$ cat config.mk
export PLATFORM = sky130hd
export DESIGN_NAME = stli_rslt_q
export DESIGN_NICKNAME = d
export VERILOG_FILES = /design/src/sorted_table_linear_interp_macros.svh /design/src/stli_pkg.sv /design/src/stli_rslt_q.sv
export SDC_FILE = /design/constraint.sdc
export NUM_CORES = 1
export LEC_CHECK = 0
export BUFFER_PORTS_ARGS = -buffer_cell sky130_fd_sc_hd__buf_2
export CORE_UTILIZATION = 50
export DETAILED_ROUTE_END_ITERATION = 8
export PLACE_DENSITY = 0.78
export RECOVER_POWER = 100
export SYNTH_ARGS = -nofsm -noshare
export SYNTH_HDL_FRONTEND = slang
export SYNTH_SLANG_ARGS = --single-unit
$ cat constraint.sdc
create_clock -name clk_i -period 4.26 [get_ports clk_i]
set_clock_uncertainty 0.15 [all_clocks]
set_input_delay 0.426 -clock clk_i [delete_from_list [all_inputs] [get_ports clk_i]]
set_output_delay 0.426 -clock clk_i [all_outputs]
set_load 0.1 [all_outputs]
$ cat src/sorted_table_linear_interp_macros.svh
// ---------------------------------------------------------------------------
// Assertion macros for the piecewise-linear table interpolator
// Shared helpers that tie every check to the block clock and reset.
// ---------------------------------------------------------------------------
`ifndef SORTED_TABLE_LINEAR_INTERP_MACROS_SVH
`define SORTED_TABLE_LINEAR_INTERP_MACROS_SVH

// A property that must hold at every clock edge outside reset.
`define STLI_ASSERT(label, prop, msg) \
  label: assert property (@(posedge clk_i) disable iff (!rst_ni) (prop)) else $error(msg);

// A condition that must never be true outside reset.
`define STLI_ASSERT_NEVER(label, cond, msg) \
  label: assert property (@(posedge clk_i) disable iff (!rst_ni) !(cond)) else $error(msg);

`endif

$ cat src/stli_pkg.sv
// ---------------------------------------------------------------------------
// Package for the piecewise-linear table interpolator
// Beat types, configuration bundle, status codes and sizing constants.
// ---------------------------------------------------------------------------
package stli_pkg;

  // Table sizing.
  localparam int TableDepth = 64;
  localparam int AddrW      = 6;
  localparam int CountW     = 7;

  // Input actions.
  localparam logic ActLoad  = 1'b0;
  localparam logic ActQuery = 1'b1;

  // Result status codes.
  localparam logic [1:0] StatusOk  = 2'd0;
  localparam logic [1:0] StatusFew = 2'd1;
  localparam logic [1:0] StatusSat = 2'd2;

  // Configuration register indexes.
  localparam logic [1:0] RegPointCount = 2'd0;
  localparam logic [1:0] RegExtLow     = 2'd1;
  localparam logic [1:0] RegExtHigh    = 2'd2;

  typedef struct packed {
    logic                action;
    logic [AddrW-1:0]    entry_index;
    logic signed [31:0]  point_x;
    logic signed [31:0]  point_y;
    logic signed [31:0]  query_x;
  } in_item_t;

  typedef struct packed {
    logic signed [31:0] result_y;
    logic [1:0]         status;
  } out_item_t;

  typedef struct packed {
    logic [CountW-1:0] point_count;
    logic              extrapolate_low;
    logic              extrapolate_high;
  } cfg_t;

  // Classified item handed from the front to the back.
  typedef struct packed {
    logic     valid;
    logic     is_query;
    in_item_t item;
  } front_t;

  typedef enum logic [3:0] {
    StIdle,
    StLowChk,
    StHighChk,
    StSearch,
    StHit,
    StSegA,
    StSegB,
    StCalc,
    StMul,
    StDiv,
    StFinish
  } back_state_e;

endpackage

$ cat src/stli_rslt_q.sv
// ---------------------------------------------------------------------------
// Result queue of the interpolator
// Two-entry queue that holds finished results until the consumer pops them.
// ---------------------------------------------------------------------------
module stli_rslt_q (
  input  logic                clk_i,
  input  logic                rst_ni,
  input  logic                wr_i,
  input  stli_pkg::out_item_t wr_item_i,
  output logic                full_o,
  output logic                empty,
  input  logic                pop,
  output stli_pkg::out_item_t out_item_o
);

  stli_pkg::out_item_t mem_q [2];
  logic                wr_ptr_q, rd_ptr_q;
  logic [1:0]          cnt_q;
  logic                do_wr, do_pop;

  assign full_o     = (cnt_q == 2'd2);
  assign empty      = (cnt_q == 2'd0);
  assign do_wr      = wr_i && !full_o;
  assign do_pop     = pop && !empty;
  assign out_item_o = mem_q[rd_ptr_q];

  // Queue storage.
  always_ff @(posedge clk_i) begin
    if (do_wr) begin
      mem_q[wr_ptr_q] <= wr_item_i;
    end
  end

  // Pointers and fill count.
  always_ff @(posedge clk_i or negedge rst_ni) begin
    if (!rst_ni) begin
      wr_ptr_q <= 1'b0;
      rd_ptr_q <= 1'b0;
      cnt_q    <= 2'd0;
    end else begin
      if (do_wr)  wr_ptr_q <= ~wr_ptr_q;
      if (do_pop) rd_ptr_q <= ~rd_ptr_q;
      cnt_q <= cnt_q + {1'b0, do_wr} - {1'b0, do_pop};
    end
  end

endmodule

Yosys cells after proc, flatten, opt, wreduce, memory -nomap -nowiden
Memories as Yosys holds them, arrays and structs flattened.
Cells that the tools add are included.

cells by class
  add/sub/neg operators = 2
  equal/unequal tests = 1
  muxes and demuxes = 2
  bitwise logic cells = 2
  reduce and logical (&&, ||, !) cells = 5

operators by type and width
  kind                                         count
  2-bit by 1-bit adder with 2-bit output       1
  2-bit equality test (second input constant)  1
  1-bit logical AND                            2
  1-bit zero test                              2
  2-bit zero test                              1
  1-bit 2-to-1 mux                             2
  1-bit inverter                               2
  2-bit by 1-bit subtractor with 2-bit output  1

storage, ports and cells
  flip-flop bits (word level) = 4
  RAM bits = 68
  output and inout port bits = 36
  word-level logic and storage cells = 16
  memories kept = 1

memories
  memory  depth  width  read ports  clocked after memory_dff  write ports  line               text
  mem_q   2      34     1           0                         1            stli_rslt_q.sv:16  stli_pkg::out_item_t mem_q [2];

Depth between registers and ports, before layout
Gate-level depths: netlist of the first run.

  word-level depth = 5
  depth in mapped cells = 7
  mapped depth without buffers = 7

Worst setup path before layout of the first run
Ideal clock, no wire load.

  path kind = reg-to-reg
  start point = register cnt_q[1]
  end point = register cnt_q[1]
  data arrival time = 2.612 ns
  path slack = 1.375 ns
  cell stages (with the launch flop) = 8
  path buffers = 0
  path through = dfrtp_1 > nor2_1 > nor2b_2 > ha_1 > inv_1 > ha_1 > xnor2_1 > xnor2_1

between the ends
  elaborated cells between the ends (all ways) = 8
  classes of those cells = add/sub: 2; eq/ne: 1; reduce/logical: 5

RTL lines
  element                                      line               text
  start, declared                              stli_rslt_q.sv:18  logic [1:0] cnt_q;
  start signal, assigned                       stli_rslt_q.sv:43  cnt_q <= cnt_q + {1'b0, do_wr} - {1'b0, do_pop};
  2-bit zero test                              stli_rslt_q.sv:22  assign empty = (cnt_q == 2'd0);
  via empty                                    stli_rslt_q.sv:11  output logic empty,
  1-bit zero test                              stli_rslt_q.sv:24  assign do_pop = pop && !empty;
  1-bit logical AND                            stli_rslt_q.sv:24
  via do_pop                                   stli_rslt_q.sv:19  logic do_wr, do_pop;
  2-bit by 1-bit subtractor with 2-bit output  stli_rslt_q.sv:43

The timed path passes the listed nets, and every way through them passes these cells.
A chain may end at the register's enable or synchronous reset.

==> run summary, run 1 <==
The run finished, with violations left. The checks that failed: max-capacitance violations, max-slew violations. The type of element launching the critical path is a register. After synthesis, the netlist uses 15 different library cells. In this run the core area contains 26 standard-cell rows. The top achievable clock speed came out at 318 MHz. Entering global routing, the biggest net connects 36 pins. The largest incremental delay on the critical path is 1060 ps. The arrival time at the worst endpoint is 2570 ps.

The clock latency at the later pin of the worst-skew pair is 320 ps. 74 I/O pins were placed. The area growth from synthesis to final layout came out at 18.5%.

The first detailed-routing pass took 4 iterations. The ratio of final minimum period to clock period is 73.9%. The signal on the critical path passes through mux2_2 -> clkbuf_1. The library cell used most frequently in the layout, excluding fill and tap cells, is sky130_fd_sc_hd__edfxtp_1. The number of instances in the synthesized netlist is 124.

The count of state elements after synthesis came out at 72. The tool flagged a number of max-cap violations equal to 1. Averaged over all synthesized cells, the footprint is 22.6 um^2. For this design, the sink count on the clock tree is 72. The post-synthesis instance area came out at 0.00281 mm^2. The via count of the first global-routing pass came to 1480. In the layout the commonest cells are 68 x sky130_fd_sc_hd__edfxtp_1, 51 x sky130_fd_sc_hd__clkbuf_1, 29 x sky130_fd_sc_hd__mux2_4. The largest individual stage delay along the critical path comes from the cell sky130_fd_sc_hd__dfrtp_2. The clock-pin transition on the worst setup and hold timing paths is 70 ps. The maximum fanout along the worst path is 35.

The placed cell count came out at 263. The shortest clock period the worst path allows after layout is 3150 ps. The share of the Yosys chip area taken by registers is 76.4%.

The path class of the tightest hold or removal check is input pin to register. Setup repair after global routing left no endpoint under its margin. The post-route setup TNS came out at 0 ps. In this run the biggest area consumer among cell types represents 72.8% of the synthesized area. The core area is 0.00527 mm^2.

The count of buffers inserted at the top-level ports came out at 73. The number of vias per cell came out at 4.83. The first global-routing pass estimated 6930 um of wire. Tracing the worst setup path back leads to its startpoint at rd_ptr_q. The worst-margin pin slew came out at 1550 ps.

The via count of the routed design is 1353. The start point of the worst min-delay path is wr_item_i[0]. In this run the vertical extent of the chip is 76.9 um.

The cell area after layout is 0.00332 mm^2. The congestion estimate from routability-driven global placement came to 0.712. The number of hold-slack violations in the final timing report is 0. The number of levels in the clock H-tree came out at 3.

By area the synthesized netlist is led by sky130_fd_sc_hd__edfxtp_1 73%, sky130_fd_sc_hd__mux2_4 16%, sky130_fd_sc_hd__dfrtp_1 3.6%. Post-CTS repair changed the size of 0 cells. In this run, CTS created clock tree buffers numbering 9.

The starting utilization of the core area came out at 53.2%. The post-detailed-placement cell area is 0.00320 mm^2. The endpoint kind of the worst setup timing path is an output pin. Global routing finished with a remaining overflow of 0. Across every metal layer, demand over resource in global routing totals 16.1%.

After detailed routing, the number of remaining DRC violations is 0. The minimum hold slack is 128 ps. The net count of the mapped netlist is 164. The floorplan step defined a die boundary enclosing 0.00591 mm^2. The final layout contains 245 nets. TritonCTS built the clock tree. After detailed routing, the total wire length is 4340 um. The biggest area contributor in the post-synthesis netlist is sky130_fd_sc_hd__edfxtp_1. The final count of pins violating max slew is 35. The number of setup violations in the final report came out at 0. The startpoint identified for the worst register-to-register timing path is cnt_q[1]. The endpoint required time on the critical path is 3680 ps. The clock passes through at most 2 buffers. The clock root buffer master is sky130_fd_sc_hd__clkbuf_8. The routed wirelength normalized by instance count is 15.5 um. The type of the worst setup path is register to output pin. The number of antenna diodes came out at 0.

The initial antenna violation count came to 0. The first routing iteration left 81 violations. The count of cells in the finished layout, fillers not included, comes to 280. The die boundary width came out at 76.9 um.

The remaining max-slew budget at the tightest pin came out at -3.17%. The Yosys step of the flow raised 0 warnings. The antenna violation net count after detailed routing is 0. The post-route netlist has 34.8% of its cells at a drive strength greater than 1.
## kinds of logic after synthesis
family	share of synthesized area, %
simple gates	1.16
flops	76.4
xor+xnor	1.25
buf+inv	2.81
mux	17.5
fa+ha+maj	0.892
## final timing paths
kind                            endpoint  slack (ps)  cells after the start
max in group asynchronous       rd_ptr_q        3440                      2
setup reg to reg             mem_q[1][5]        1950                      2
min in group asynchronous       cnt_q[1]         310                      2
hold reg to reg                 cnt_q[0]         380                      1
hold / removal               mem_q[1][0]         130                      1
setup / recovery           out_item_o[2]        1110                      2
## registers in the layout (all words and copies together), names as in the netlist
name / cells
wr_ptr_q: 1
rd_ptr_q: 1
mem_q: 68
cnt_q: 2
## final cells by class
type	count	area (um^2)
flip-flops and latches	72	2140
fillers	431	1950
multi-input cells	46	592
repair buffers	74	314
clock buffers	11	131
well taps	70	87.6
clock inverters	5	47.5
inverters	2	7.51
## metal layers
layer  GRT usage [%]  part of all wire [%]  vias up  wire length, um
met5               0                     0        -                0
met4            11.7                   2.7        0              116
met3            4.52                   5.6       12              243
met2            27.6                    54       48             2360
met1            16.8                    37      652             1630
li1                -                     -      641                -
## synth_stat cells
library cell               number
sky130_fd_sc_hd__mux2_2         5
sky130_fd_sc_hd__mux2_4        29
sky130_fd_sc_hd__xnor2_1        3
sky130_fd_sc_hd__edfxtp_1      68
sky130_fd_sc_hd__inv_1          2
sky130_fd_sc_hd__nor2_1         2
sky130_fd_sc_hd__nand2_1        1
sky130_fd_sc_hd__ha_1           2
sky130_fd_sc_hd__buf_6          1
sky130_fd_sc_hd__xor2_1         1
sky130_fd_sc_hd__nand2b_1       1
sky130_fd_sc_hd__nor2b_2        1
sky130_fd_sc_hd__and3_1         1
sky130_fd_sc_hd__buf_12         3
sky130_fd_sc_hd__dfrtp_1        4
## worst max-delay path: cells and delay by family (launching register included)
family,cells,cell delay (ps)
buffers and inverters,1,860
DFF,1,1060
muxes,1,310
## repair_timing
item	in CTS	in global routing
buffers inserted	0	0
endpoints found under the setup margin	0	0
hold buffers	1	0
endpoints found under the hold margin	4	0
## per-stage QoR
stage | util [%] | worst slack, ps
final | 63.1 | 1110
after global routing | 63.1 | 991
after CTS | 64.2 | 1510
after detailed placement | 60.7 | 1880
after global placement | 60.7 | 1920
after floorplan | - | 1380
Power of run 1 is left out: the tool's default activity adds up to more than one toggle a clock period on the data nets, which glitch-free logic cannot reach.
==> run 2: changes to the inputs <==
- CORE_UTILIZATION: 50 -> 47
- PLACE_DENSITY: 0.78 -> 0.77
- clock period: 4.26 -> 2.6 ns (I/O delays scaled with it)
==> run summary, run 2 (same netlist as run 1, synthesis figures left out) <==
In the layout the commonest cells are 68 x sky130_fd_sc_hd__edfxtp_1, 35 x sky130_fd_sc_hd__dlygate4sd3_1, 34 x sky130_fd_sc_hd__clkbuf_2. The antenna violation net count after detailed routing came out at 0 (unchanged). Ranked by flip-flop count, first place goes to mem_q.

The global routing usage summed across all routing layers came out at 16.2% (+0.15 points). The ratio of final minimum period to clock period is 92.2%. The number of filler instances in the final layout is 428 (-0.70%). The final count of pins violating max slew is 0 (-100%). The total wirelength of the detailed-routed design is 4560 um (+5.1%). The clock-pin transition on the worst setup and hold timing paths is 70 ps (about the same). The flow ran to the end, and the final reports show no timing, DRC or antenna violations. The library cell used most frequently in the layout, excluding fill and tap cells, is sky130_fd_sc_hd__edfxtp_1.

The final-stage net count came out at 283 (+16%). Clock tree synthesis selected as its root buffer the cell sky130_fd_sc_hd__clkbuf_8. The post-cts repair resize count is 0 (unchanged). The number of hold-slack violations in the final timing report came out at 0 (unchanged).

The number of levels in the clock H-tree is 3 (unchanged). The number of DRC markers in iteration 0 was 66 (-19%). The number of setup violations in the final report is 0 (unchanged). TritonCTS built the clock tree. The endpoint required time on the critical path came out at 2190 ps (-1490 ps). The via count of the first global-routing pass is 1623 (+9.7%).

The largest net degree at the start of global routing came out at 35 (-2.8%). The cell at the slowest stage of the critical path is sky130_fd_sc_hd__dfrtp_2. The buffer depth of the longest clock path is 2 (unchanged). The worst-margin pin slew came to 1160 ps (-391 ps). The post-route setup TNS came out at 0 ps (unchanged). The fraction of layout instances using a drive strength above 1 is 40.7% (+6.0 points).

The number of vias per cell is 4.65 (-3.8%). The number of detailed-route iterations in the first pass is 4 (unchanged). The routed wirelength normalized by instance count is 14.3 um (-8.0%). The core area came out at 0.00564 mm^2 (+7.1%).

The area taken by flip-flops and latches is 0.00214 mm^2 (unchanged). The total buffers and inverters traversed by the critical path is 2 (+1). The area growth from synthesis to final layout came out at 33.0%. STA classifies the critical path startpoint as a register. The maximum fanout along the worst path is 16 (-54%).

The remaining max-slew budget at the tightest pin came out at 23.2% (+26 points). The area taken by multi-input logic gates is 588 um^2 (-0.63%). The number of rows in the core area came to 27 (+3.8%).

The number of buffers inserted by post-CTS setup repair is 0 (unchanged). The CTS sink count came to 72 (unchanged). Static timing analysis puts the maximum clock frequency at 417 MHz. Setup repair after global routing left no endpoint under its margin. The largest incremental delay on the critical path came to 640 ps (-420 ps).

The die boundary width is 79.3 um (+3.1%). The count of buffers inserted at the top-level ports is 73 (unchanged). In this run the worst hold path is classified as input pin to register.

The die outline area came to 0.00628 mm^2 (+6.2%). The critical path is of the register to output pin type. The critical path goes through buf_4 -> mux2_4 -> clkbuf_2. The via count of the routed design came out at 1487 (+9.9%). The number of buffers created by CTS is 9 (unchanged). The count of pins on the block boundary was 74 (unchanged).

The number of antenna diodes came out at 0 (unchanged). The global-route wire length before repair came out at 7360 um (+6.3%). The arrival time at the worst endpoint was 1990 ps (-580 ps). The sum of net half-perimeters after detailed placement came out at 2930 um. In this design, the largest share of critical-path delay is due to buffers and inverters. The overall overflow remaining after global route is 0 (unchanged).

STA classifies the critical path endpoint as an output pin. The starting utilization of the core area was 49.7% (-3.5 points). The clock latency at the later pin of the worst-skew pair was 320 ps (about the same). The reported max-cap violation count was 0 (-1). The vertical die dimension came out at 79.3 um (+3.1%). The remaining routing DRC violations came out at 0 (unchanged). The initial antenna violation count came out at 0 (unchanged). The shortest clock period the worst path allows after layout came out at 2400 ps. The largest registers in the layout are mem_q (68), cnt_q (2). The number of buffers inserted by hold repair at cts came to 35 (+34). The weighted congestion reported at the end of routability-driven placement came out at 0.709 (-0.41%). The flip-flop count of the largest register after layout came out at 68 (unchanged).
[run 2: cell types whose count changed in the layout (fill, tap and decap cells not counted), sizes merged]
cell / previous run / this run
clkbuf: 60 / 71
buf: 24 / 17
dlygate4sd3: 1 / 35
[run 2: final timing paths]
kind,start,to,slack (ps),depth (start not counted)
max in group asynchronous,rst_ni,rd_ptr_q,1920,2
worst min register to register,wr_ptr_q,wr_ptr_q,350,1
min in group asynchronous,rst_ni,cnt_q[0],160,2
worst min-delay path,wr_i,wr_ptr_q,120,3
worst max-delay path,rd_ptr_q,out_item_o[20],200,3
worst max register to register,cnt_q[1],mem_q[0][20],550,4
[run 2: worst register-to-register path, stage by stage, from the launching register on]
cell and delay (ps):
sky130_fd_sc_hd__dfrtp_1 420, sky130_fd_sc_hd__nand2b_1 130, sky130_fd_sc_hd__nand2_1 120, sky130_fd_sc_hd__nor2_1 650, sky130_fd_sc_hd__buf_12 280
[run 2: layout make-up]
cell class	count	area share, %
Clock buffer	11	3.52
Sequential cell	72	57.4
Tap cell	72	2.41
Multi-Input combinational cell	46	15.8
Clock inverter	5	1.27
Timing Repair Buffer	112	19.4
Inverter	2	0.201
[run 2: metrics by stage]
step	cells	worst slack [ps]	hold WS [ps]	instance area (um^2)	util, %
CTS	320	235	97.3	3770	66.9
global route	320	109	140	3730	66.1
floorplan	124	219	-186	2810	-
detailed placement	269	593	-74.9	3240	57.5
finish	320	204	117	3730	66.1
global placement	269	602	-76.9	3240	57.5
[run 2: metal layers]
metal | vias up | wire [um] | GRT usage (%)
met3 | 8 | 223 | 4.37
met5 | - | 0 | 0
met4 | 0 | 61 | 8.18
met2 | 52 | 2270 | 27.1
li1 | 714 | - | -
met1 | 713 | 2010 | 19.4
Power of run 2 is left out for the same reason.
