### config.mk
export PLATFORM = sky130hd
export DESIGN_NAME = stli_front
export DESIGN_NICKNAME = d
export VERILOG_FILES = /design/src/sorted_table_linear_interp_macros.svh /design/src/stli_pkg.sv /design/src/stli_front.sv
export SDC_FILE = /design/constraint.sdc
export NUM_CORES = 1
export LEC_CHECK = 0
export BUFFER_PORTS_ARGS = -buffer_cell sky130_fd_sc_hd__buf_2
export CAP_MARGIN = 10
export CORE_MARGIN = 4
export CORE_UTILIZATION = 35
export DETAILED_ROUTE_END_ITERATION = 8
export PLACE_DENSITY_LB_ADDON = 0.05
export RECOVER_POWER = 100
export SLEW_MARGIN = 20
export SYNTH_ARGS = -nofsm -noshare
export SYNTH_HDL_FRONTEND = slang
export SYNTH_SLANG_ARGS = --single-unit
### constraint.sdc
create_clock -name clk_i -period 13.3 [get_ports clk_i]
set_clock_uncertainty 0.2 [all_clocks]
set_input_delay 3.325 -clock clk_i [delete_from_list [all_inputs] [get_ports clk_i]]
set_output_delay 3.325 -clock clk_i [all_outputs]
set_load 0.01 [all_outputs]
### src/sorted_table_linear_interp_macros.svh
// ---------------------------------------------------------------------------
// Assertion macros for the piecewise-linear table interpolator
// Shared helpers that tie every check to the block clock and reset.
// ---------------------------------------------------------------------------
`ifndef SORTED_TABLE_LINEAR_INTERP_MACROS_SVH
`define SORTED_TABLE_LINEAR_INTERP_MACROS_SVH

// A property that must hold at every clock edge outside reset.
`define STLI_ASSERT(label, prop, msg) \
  label: assert property (@(posedge clk_i) disable iff (!rst_ni) (prop)) else $error(msg);

// A condition that must never be true outside reset.
`define STLI_ASSERT_NEVER(label, cond, msg) \
  label: assert property (@(posedge clk_i) disable iff (!rst_ni) !(cond)) else $error(msg);

`endif

### src/stli_pkg.sv
// ---------------------------------------------------------------------------
// Package for the piecewise-linear table interpolator
// Beat types, configuration bundle, status codes and sizing constants.
// ---------------------------------------------------------------------------
package stli_pkg;

  // Table sizing.
  localparam int TableDepth = 64;
  localparam int AddrW      = 6;
  localparam int CountW     = 7;

  // Input actions.
  localparam logic ActLoad  = 1'b0;
  localparam logic ActQuery = 1'b1;

  // Result status codes.
  localparam logic [1:0] StatusOk  = 2'd0;
  localparam logic [1:0] StatusFew = 2'd1;
  localparam logic [1:0] StatusSat = 2'd2;

  // Configuration register indexes.
  localparam logic [1:0] RegPointCount = 2'd0;
  localparam logic [1:0] RegExtLow     = 2'd1;
  localparam logic [1:0] RegExtHigh    = 2'd2;

  typedef struct packed {
    logic                action;
    logic [AddrW-1:0]    entry_index;
    logic signed [31:0]  point_x;
    logic signed [31:0]  point_y;
    logic signed [31:0]  query_x;
  } in_item_t;

  typedef struct packed {
    logic signed [31:0] result_y;
    logic [1:0]         status;
  } out_item_t;

  typedef struct packed {
    logic [CountW-1:0] point_count;
    logic              extrapolate_low;
    logic              extrapolate_high;
  } cfg_t;

  // Classified item handed from the front to the back.
  typedef struct packed {
    logic     valid;
    logic     is_query;
    in_item_t item;
  } front_t;

  typedef enum logic [3:0] {
    StIdle,
    StLowChk,
    StHighChk,
    StSearch,
    StHit,
    StSegA,
    StSegB,
    StCalc,
    StMul,
    StDiv,
    StFinish
  } back_state_e;

endpackage

### src/stli_front.sv
// ---------------------------------------------------------------------------
// Front end of the interpolator
// Accepts input beats into a two-entry queue and tags each as load or query.
// ---------------------------------------------------------------------------
module stli_front (
  input  logic               clk_i,
  input  logic               rst_ni,
  input  logic               push,
  output logic               full,
  input  stli_pkg::in_item_t in_item_i,
  output stli_pkg::front_t   front_o,
  input  logic               take_i
);

  stli_pkg::in_item_t mem_q [2];
  logic               wr_ptr_q, rd_ptr_q;
  logic [1:0]         cnt_q;
  logic               do_push, do_pop;

  assign full    = (cnt_q == 2'd2);
  assign do_push = push && !full;
  assign do_pop  = take_i && (cnt_q != 2'd0);

  // Queue storage.
  always_ff @(posedge clk_i) begin
    if (do_push) begin
      mem_q[wr_ptr_q] <= in_item_i;
    end
  end

  // Pointers and fill count.
  always_ff @(posedge clk_i or negedge rst_ni) begin
    if (!rst_ni) begin
      wr_ptr_q <= 1'b0;
      rd_ptr_q <= 1'b0;
      cnt_q    <= 2'd0;
    end else begin
      if (do_push) wr_ptr_q <= ~wr_ptr_q;
      if (do_pop)  rd_ptr_q <= ~rd_ptr_q;
      cnt_q <= cnt_q + {1'b0, do_push} - {1'b0, do_pop};
    end
  end

  // Classify the head item.
  always_comb begin
    front_o.valid    = (cnt_q != 2'd0);
    front_o.item     = mem_q[rd_ptr_q];
    front_o.is_query = (mem_q[rd_ptr_q].action == stli_pkg::ActQuery);
  end

endmodule

# Word level (Yosys, flattened, before mapping)
# Memories as Yosys holds them, arrays and structs flattened.
# Cells that the tools add are included.
op_classes:
  n_reduce_logical: 4
  n_bitwise: 2
  eq_ne: 1
  addsub: 2
  n_mux: 2
op_table:
  columns: ["op", "n"]
  rows:
  - ["2-bit by 1-bit adder with 2-bit output", 1]
  - ["2-bit equality test (second input constant)", 1]
  - ["1-bit logical AND", 2]
  - ["1-bit 2-to-1 mux", 2]
  - ["1-bit NOT", 2]
  - ["2-bit nonzero test", 1]
  - ["2-bit by 1-bit subtractor with 2-bit output", 1]
  - ["1-bit zero test", 1]
word_totals:
  ramBits: 206
  mem_count: 1
  reg_bits: 4
  inputBits: 107
  wordCells: 15
memory_table:
  columns: ["name", "words", "word_bits", "read_ports", "rd_ports_with_merged_regs", "wr", "line_no", "text"]
  rows:
  - ["mem_q", 2, 103, 1, 0, 1, "stli_front.sv:15", "stli_pkg::in_item_t mem_q [2];"]

# Depth between registers and ports, before layout
# Gate-level depths: netlist of the first run.
logic_depth:
  word_depth: 5
  mapped_depth: 7
  ltp_nobuf: 7

# Worst setup path before layout of the first run
# Ideal clock, no wire load.
synth_timing:
  path_type: "input -> register"
  from: "input port push"
  to: "memory mem_q[0][0] in the netlist's numbering (enable)"
  setup_slack_ns: 4.830
  t_arrival_ns: 7.705
  required_ns: 12.534
  setup_ns: 0.566
  path_stages: 2
  cell_sequence: "nand2_1 nor2_1"
synth_via:
  elab_chain_len: 3
synth_lines:
  columns: ["element", "line_no", "text"]
  rows:
  - ["start, declared", "stli_front.sv:8", "input logic push,"]
  - ["1-bit logical AND", "stli_front.sv:21", "assign do_push = push && !full;"]
  - ["1-bit 2-to-1 mux", "stli_front.sv:26", "if (do_push) begin"]
  - ["1-bit 2-to-1 mux (not written as such)", "stli_front.sv:27", "mem_q[wr_ptr_q] <= in_item_i;"]
  - ["end, declared", "stli_front.sv:15", null]
# Every way passes these cells.

# Worst setup path after layout of the first run
layout_timing:
  from: "input port push"
  to: "memory mem_q[1][16] in the netlist's numbering (enable)"
# The elaborated chain is that of the path after synthesis.

==> out/results.tsv, run 1 <==
metric	value	unit
status	complete, but fails checks	
failing checks	max-capacitance violations, max-slew violations	
final std cells w/o fill	866	
initial antenna violation count	4	
most frequent cells in the layout	edfxtp_1, clkbuf_1, buf_2	
maximum number of pins on one net before global-route repair	73	
share of layout cells above drive strength 1	0.3128	
post-synth cell types	18	
DRC	0	
Clk network pwr share	0.287	
launching point of the worst reg2reg path	cnt_q[1]$_DFF_PN0_	
Crit Path Class	input port to flop	
Psw	621.8	µW
ANT nets after route	0	
Die Y	158.2	µm
HP Start	wr_ptr_q$_DFFE_PN0N_	
# clock sinks	210	
Seq cells post-synth	210	
Top Ports	213	
Design Area, Final	0.009593	mm²
Synth Warn #	0	
final setup violation count	0	
CTS clk-pin slew, worst paths	0.06	ns
root buffer cell	clkbuf_16	
Die Width	158.2	µm
hold_buf cts	0	
crit path DAT	7.67	ns
syn avg cell area	23.21	µm²
Site Rows	54	
GP Congestion	0.6922	
DR vias/cell	4.485	
Post-DP Area	0.009221	mm²
crit path capture type	flop	
CTS max path bufs	3	
Mapped Cells	340	
Hold Path Class	flop to flop	
# placed instances	822	
die area	0.02502	mm²
total CTS buffers	23	
CP Data Required Time	13.14	ns
Max VDD drop	0.1217	mV
PD cells	224.1	mW/mm²
Worst-Margin Slew	4.253	ns
critical-path maximum fanout	55	
core area	0.02203	mm²
startpoint types	input port	
DRT iter0 DRCs	142	
Initial Util	0.3583	
max_cap viols	5	
clk_lat worst skew	0.50	ns
# H-tree levels	1	
CTS tree	done	
DRT Pass-1 Iters	4	
Synth-to-Final Area Change	21.54	%
RSZ-0062 raised after global routing	no	
routed vias	3884	
overall routing resource usage	0.1183	
Routed WL per cell	18.25	µm
min Tclk post-route	7.826	ns
area leader, netlist	edfxtp_1	
routed wire length	15.81	mm
largest cells by area after synthesis	edfxtp_1, mux2_4, mux2_2, dfrtp_1, buf_6	
grt total ovfl	0	
Flop pwr share	0.455	
synthesized cell area	0.007893	mm²
top-area cell type share of the netlist area	0.7838	
Slew Limit Headroom	-1.835	
Placement Setup Slack	7.275	ns
P_int	1.528	mW
vias in the first global route	4159	
global-route wire length before repair	22.53	mm
period utilisation layout	0.5884	
post-route setup slack	5.474	ns
switching fraction of total power	0.2892	
Setup TNS	0	ns
number of fill cells	2050	
Max Freq	127.8	MHz
Nets	677	
Slew Viols, Final	256	
leakage	3.345	nW
post-cts sizing count	0	
final hold violations	0	
HPWL Detailed	10.06	mm
combinational fraction of design power	0.258	
Seq/Total Area, Yosys	0.7964	
Synth Net Count	449	
post-CTS setup buffers	0	
critical path launch point	push	
commonest non-fill, non-tap cell in the layout	edfxtp_1	
port bufs	212	
## cell usage after synthesis (all sizes together)
| library cell | instances |
|---|---|
| nand2b | 1 |
| and2 | 1 |
| ha | 2 |
| buf | 13 |
| inv | 2 |
| or2 | 1 |
| nand2 | 1 |
| xor2 | 1 |
| nor2 | 1 |
| dfrtp | 4 |
| edfxtp | 206 |
| mux2 | 103 |
| and3 | 1 |
| xnor2 | 3 |
## registers in the layout (all words and copies together) (netlist names)
register  flops
cnt_q         2
rd_ptr_q      1
mem_q       206
wr_ptr_q      1
## kinds of logic (layout without fill, tap and decap cells)
logic type    Yosys count  in the layout  share of synthesized area
fa+ha+maj               2              2                   0.003170
flops                 210            210                     0.7964
mux                   103            103                     0.1755
xor+xnor                4              4                   0.004440
simple gates            6              6                   0.004123
other cells             0              1                          0
buf+inv                15            260                    0.01633
## critical path: stages
cell      delay [ns]
buf_2           0.08
and3_1          1.79
clkbuf_1        2.39
## routing by layer
layer	track usage	vias up	routed length, µm
li1	-	1807	-
met1	0.1397	1882	6157
met2	0.1952	151	7594
met3	0.05495	36	1703
met4	0.03331	8	300
met5	0	-	48
## final timing paths
check | slack, ns | endpoint | cells after the start
max | 5.47 | mem_q[1][16]$_DFFE_PP_ | 3
min | 0.30 | wr_ptr_q$_DFFE_PN0N_ | 1
max reg2reg | 7.83 | mem_q[1][16]$_DFFE_PP_ | 3
min reg2reg | 0.30 | wr_ptr_q$_DFFE_PN0N_ | 1
max in group asynchronous | 10.26 | cnt_q[0]$_DFF_PN0_ | 1
min in group asynchronous | 2.44 | rd_ptr_q$_DFFE_PN0P_ | 1
## power groups by stage
stage / Clock, mW / Combinational [mW] / Sequential [mW]
6_report: 0.617 / 0.554 / 0.978
5_1_grt: 0.671 / 0.611 / 0.997
4_1_cts: 0.642 / 0.676 / 0.977
3_5_place_dp: 0 / 0.674 / 0.990
3_3_place_gp: 0 / 0.674 / 0.982
2_1_floorplan: 0 / 0.479 / 0.963
## per-stage QoR
stage	utilization	power [mW]	hold WS, ns
after detailed placement	0.4187	1.664	0.3283
after floorplan	-	1.442	0.2608
after CTS	0.4521	2.294	0.3404
after global placement	0.4187	1.656	0.2942
after global routing	0.4354	2.279	0.3423
final	0.4355	2.150	0.2985
## final cells by class
type                       count  area, µm²  share of cell area
clock inverter                11      131.4             0.01370
inverter                       2      7.507           0.0007826
multi-input combinational    115       1260              0.1313
sequential                   210       6286              0.6553
clock buffer                  31      605.6             0.06313
tap                          280      350.3             0.03652
timing repair buffer         216      949.7             0.09900
antenna                        1      2.502           0.0002609
Power figures use the tool's default switching activity.
==> inputs of run 2 (changes only) <==
Clock period 13.3 ns to 8 ns, I/O delays scaled along.
==> run 2 against run 1 <==
Against the previous run:
- the run still ends with max-capacitance violations, max-slew violations left
- largest power group unchanged
- sequential share of layout area about the same
- die area unchanged
- combinational power up 62%
- critical path depth up 1
- final cell count up 0.12%
- clock power up 64%
- setup slack worse by 3.5 ns
- sequential cell count unchanged
==> out/results.tsv, run 2 (synthesis gave the netlist of run 1 again) <==
metric	value	unit
Psw	1.045	mW
grt total ovfl	0	
Max VDD drop	0.1663	mV
number of fill cells	2068	
CTS clk-pin slew, worst paths	0.06	ns
global routing usage on met2	0.1897	
crit path capture type	flop	
Top reg by flops	mem_q	
final hold violations	0	
Crit Path Class	input port to flop	
GR Util met1	0.1451	
CTS tree	done	
Hold Path Class	flop to flop	
busiest grt layer	met2	
# placed instances	823	
# H-tree levels	1	
clk_lat worst skew	0.50	ns
Slew Limit Headroom	-1.352	
CTS max path bufs	3	
Max Freq	165.7	MHz
port bufs	212	
Routed WL per cell	18.34	µm
final std cells w/o fill	867	
post-cts sizing count	0	
ANT nets after route	0	
Initial Util	0.3583	
core area	0.02203	mm²
Worst-Margin Slew	3.528	ns
total CTS buffers	24	
GP Congestion	0.6794	
leakage	3.366	nW
switching fraction of total power	0.2949	
hold_buf cts	0	
DR vias/cell	4.479	
Die Width	158.2	µm
Setup TNS	0	ns
commonest non-fill, non-tap cell in the layout	edfxtp_1	
status	complete, but fails checks	
die area	0.02502	mm²
max FFs per register	206	
Die Y	158.2	µm
routed wire length	15.90	mm
RSZ-0062 raised after global routing	no	
Nets	678	
failing checks	max-capacitance violations, max-slew violations	
max_cap viols	4	
period utilisation layout	0.7545	
initial antenna violation count	5	
HPWL Detailed	10.20	mm
Slew Viols, Final	197	
most frequent cells in the layout	edfxtp_1, buf_2, clkbuf_1	
Largest regs	mem_q: 206 flops, cnt_q: 2 flops	
# clock sinks	210	
crit path DAT	5.86	ns
routed vias	3883	
root buffer cell	clkbuf_16	
combinational fraction of design power	0.253	
met3 usage in global routing	0.05796	
launching point of the worst reg2reg path	cnt_q[1]$_DFF_PN0_	
CP Data Required Time	7.83	ns
P_int	2.499	mW
ANT cells	0	
Flop pwr share	0.463	
global-route wire length before repair	22.74	mm
Top Ports	213	
DRC	0	
Synth-to-Final Area Change	21.61	%
final setup violation count	0	
DRT iter0 DRCs	160	
PD cells	369.3	mW/mm²
critical path launch point	push	
critical-path maximum fanout	59	
Site Rows	54	
share of layout cells above drive strength 1	0.3271	
maximum number of pins on one net before global-route repair	68	
startpoint types	input port	
HP Start	wr_ptr_q$_DFFE_PN0N_	
DRT Pass-1 Iters	4	
min Tclk post-route	6.036	ns
overall routing resource usage	0.1198	
vias in the first global route	4100	
Clk network pwr share	0.284	
post-CTS setup buffers	0	
==> run 2: worst max-delay path: stages <==
cell	delay (ns)
clkbuf_1	0.09
nand2_1	0.10
nor2_1	1.05
clkbuf_1	2.55
==> run 2: worst paths after layout <==
check | end | slack (ns) | cells past startpoint
hold / removal | wr_ptr_q$_DFFE_PN0N_ | 0.29 | 1
min in group asynchronous | wr_ptr_q$_DFFE_PN0N_ | 1.13 | 1
setup reg to reg | mem_q[0][5]$_DFFE_PP_ | 3.03 | 4
hold reg to reg | wr_ptr_q$_DFFE_PN0N_ | 0.29 | 1
setup / recovery | mem_q[0][5]$_DFFE_PP_ | 1.96 | 4
max in group asynchronous | rd_ptr_q$_DFFE_PN0P_ | 6.26 | 1
==> run 2: through the flow <==
step / utilization / hold WS, ns / total power [mW] / area (µm²) / setup slack (ns)
after floorplan: - / 0.2608 / 2.398 / 7893 / 0.8546
after global placement: 0.4190 / 0.3015 / 2.754 / 9229 / 3.281
after detailed placement: 0.4190 / 0.3158 / 2.771 / 9229 / 3.254
after CTS: 0.4522 / 0.3290 / 3.797 / 9961 / 2.698
after global routing: 0.4358 / 0.3378 / 3.757 / 9598 / 1.392
final: 0.4358 / 0.2931 / 3.544 / 9598 / 1.964
==> run 2: metal layers <==
layer,share of wire,vias up
met4,0.029,10
met3,0.10,40
met1,0.40,1870
met5,0.0033,-
li1,-,1808
met2,0.46,155
==> run 2: final cells by class <==
class	count	area, µm²	area share
sequential	210	6290	0.6553
multi-input combinational	115	1260	0.1313
timing repair buffer	216	958.4	0.09986
clock buffer	30	644.4	0.06714
tap	280	350.3	0.03650
clock inverter	14	87.58	0.009125
inverter	2	7.507	0.0007822
==> run 2: power groups by stage <==
stage	combinational (mW)	sequential [mW]	clock, mW
floorplan	0.796	1.60	0
global placement	1.10	1.66	0
detailed placement	1.10	1.67	0
CTS	1.11	1.65	1.05
global route	0.991	1.67	1.09
finish	0.898	1.64	1.01
==> inputs of run 3 (changes only) <==
Settings changed: ABC_AREA set to 1.
Clock period 8 ns to 5.6 ns, I/O delays scaled along.
==> run 3 against run 2 <==
Against the previous run:
- the run still ends with max-capacitance violations, max-slew violations left
- hold slack got worse by 0.015 ns
- combinational power up 68%
- die area shrank 1.7%
- final cell count rose by 26%
- synthesized cell count up 68%
- via count increased by 23%
- global-route usage increased by 1.5 points
- critical path type is now flop to output pin
- critical endpoint is now front_o[96]
==> out/results.tsv, run 3 <==
metric	value	unit
status	complete, but fails checks	
failing checks	max-capacitance violations, max-slew violations	
Initial Util	0.3552	
crit path capture type	output pin	
PD cells	551.9	mW/mm²
global-route wire length before repair	25.77	mm
adder-cell area share of the yosys netlist	0.003228	
R2R cell count	4	
critical path launch point	rd_ptr_q$_DFFE_PN0P_	
Critical Path Stages	5	
Synth Net Count	681	
Final Util	0.4438	
Largest regs	mem_q: 206 flops, cnt_q: 2 flops	
die area	0.02459	mm²
Synth-to-Final Area Change	24.94	%
Worst-Margin Slew	3.191	ns
Crit-path slowest cell	dfrtp_1	
hold_buf cts	0	
# clock sinks	210	
share of layout cells above drive strength 1	0.1259	
period utilisation layout	0.8365	
Synth Warn #	0	
ANT nets after route	0	
# H-tree levels	1	
Die Width	156.8	µm
R2R Setup Slk	1.63	ns
max FFs per register	206	
Max Freq	213.5	MHz
mux contribution to synthesized area	0	
core area	0.02182	mm²
largest cells by area after synthesis	edfxtp_1, nand2_1, dfrtp_1, buf_6, buf_2	
GP Congestion	0.7458	
most frequent cells in the layout	nand2_1, edfxtp_1, clkbuf_1	
Seq cells post-synth	210	
most numerous cell on the critical path	nand2_1	
top-area cell type share of the netlist area	0.7981	
Top Ports	213	
Synth top cells by count	nand2_1, edfxtp_1, buf_2	
most numerous cell in the Yosys netlist	nand2_1	
DRC	0	
synthesized cell area	0.007751	mm²
ys flop type	edfxtp_1	
max_cap viols	2	
port bufs	212	
area leader, netlist	edfxtp_1	
CTS clk-pin slew, worst paths	0.06	ns
syn avg cell area	13.55	µm²
final hold violations	0	
Die Y	156.8	µm
CP Data Required Time	4.00	ns
post-cts sizing count	0	
Post-synth ARST share	0.01905	
CTS max path bufs	3	
Slew Limit Headroom	-1.129	
Slew Viols, Final	108	
xor and xnor area share after synthesis	0	
Simple-Gate Fraction of Synth Area	0.1584	
vias in the first global route	4753	
crit path DAT	3.08	ns
routed vias	4780	
Crit Path Class	flop to output pin	
complex-gate fraction of the synthesized area	0	
Mapped Cells	572	
overall routing resource usage	0.1348	
Slowest Stage Delay on Critical Path	0.97	ns
maximum number of pins on one net before global-route repair	81	
leakage	3.840	nW
min Tclk post-route	4.684	ns
HPWL Detailed	10.90	mm
post-CTS setup buffers	0	
Max VDD drop	0.2329	mV
root buffer cell	clkbuf_16	
critical-path maximum fanout	69	
commonest non-fill, non-tap cell in the layout	nand2_1	
grt total ovfl	0	
crit path buf inv count	3	
critical path's top delay family	buffers and inverters	
number of fill cells	2104	
final setup violation count	0	
clk_lat worst skew	0.49	ns
DRT Pass-1 Iters	4	
launching point of the worst reg2reg path	cnt_q[1]$_DFF_PN0_	
Site Rows	54	
RSZ-0062 raised after global routing	no	
DR vias/cell	4.381	
DRT iter0 DRCs	247	
CP endpoint	front_o[96]	
Post-DP Area	0.009072	mm²
RR Endpoint	mem_q[0][27]$_DFFE_PP_	
CTS tree	done	
post-synth cell types	11	
crit-path cells	clkinv_2 -> buf_12 -> nand2_1 -> nand2_1 -> clkbuf_1	
startpoint types	flop	
largest family of logic cells by synthesized area	simple AND/OR/NAND/NOR gates	
total CTS buffers	24	
Design Area, Final	0.009684	mm²
routed wire length	17.34	mm
Seq/Total Area, Yosys	0.8110	
Top reg by flops	mem_q	
Routed WL per cell	15.90	µm
Hold Path Class	flop to flop	
Hold Path Depth	2	
Nets	901	
Setup TNS	0	ns
Post-synth EDFFs	206	
initial antenna violation count	0	
==> run 3: cell types whose count changed after synthesis, sizes merged, moves of 3 or more <==
cell,change
buf,+11
inv,+8
mux2,-103
nand2,+321
nand3,+3
xnor2,-3
==> run 3: area by class of cell <==
type	instances	area, µm²	area share
inverters	10	38.79	0.004005
repair buffers	218	939.7	0.09703
multi-input cells	328	1252	0.1293
flip-flops and latches	210	6286	0.6491
diodes	1	2.502	0.0002584
well taps	280	350.3	0.03618
clock buffers	28	636.9	0.06576
clock inverters	16	177.7	0.01835
==> run 3: layer usage <==
metal,global-route usage,share of wire
met5,0,0
met4,0.03719,0.022
met3,0.04425,0.079
met2,0.2271,0.49
met1,0.1675,0.41
==> run 3: worst min path at each step <==
| stage | startpoint | endpoint | slack, ns |
|---|---|---|---|
| after global routing | wr_ptr_q$_DFFE_PN0N_ | wr_ptr_q$_DFFE_PN0N_ | 0.29 |
| after detailed placement | wr_ptr_q$_DFFE_PN0N_ | wr_ptr_q$_DFFE_PN0N_ | 0.27 |
| after CTS | wr_ptr_q$_DFFE_PN0N_ | wr_ptr_q$_DFFE_PN0N_ | 0.28 |
| after floorplan | wr_ptr_q$_DFFE_PN0N_ | wr_ptr_q$_DFFE_PN0N_ | 0.24 |
| final | wr_ptr_q$_DFFE_PN0N_ | wr_ptr_q$_DFFE_PN0N_ | 0.28 |
| after global placement | wr_ptr_q$_DFFE_PN0N_ | wr_ptr_q$_DFFE_PN0N_ | 0.25 |
==> run 3: where the power goes <==
group	switching, mW	internal (mW)
clock network	0.580	0.995
logic	1.10	0.406
registers	0.102	2.16
==> run 3: worst min-delay path: stages (launching register included) <==
cell,delay [ns]
dfrtp_1,0.34
nand2_1,0.05
nand2_1,0.05
==> run 3: cell families (layout without fill, tap and decap cells) <==
kind of cell / count (synthesis) / in the layout
other cells: 0 / 1
flops: 210 / 210
simple gates: 326 / 326
fa+ha+maj: 2 / 2
buf+inv: 34 / 272
==> run 3: metrics by stage <==
step           total power [mW]  cells  setup WS, ns  hold WS [ns]
2_1_floorplan             3.267    572        0.8004        0.2419
3_5_place_dp              3.946   1046         1.996        0.2657
3_3_place_gp              3.936   1046         2.036        0.2547
5_1_grt                   5.706   1090        0.6669        0.2851
6_report                  5.344   1091        0.9158        0.2784
4_1_cts                   5.549   1090         1.457        0.2777
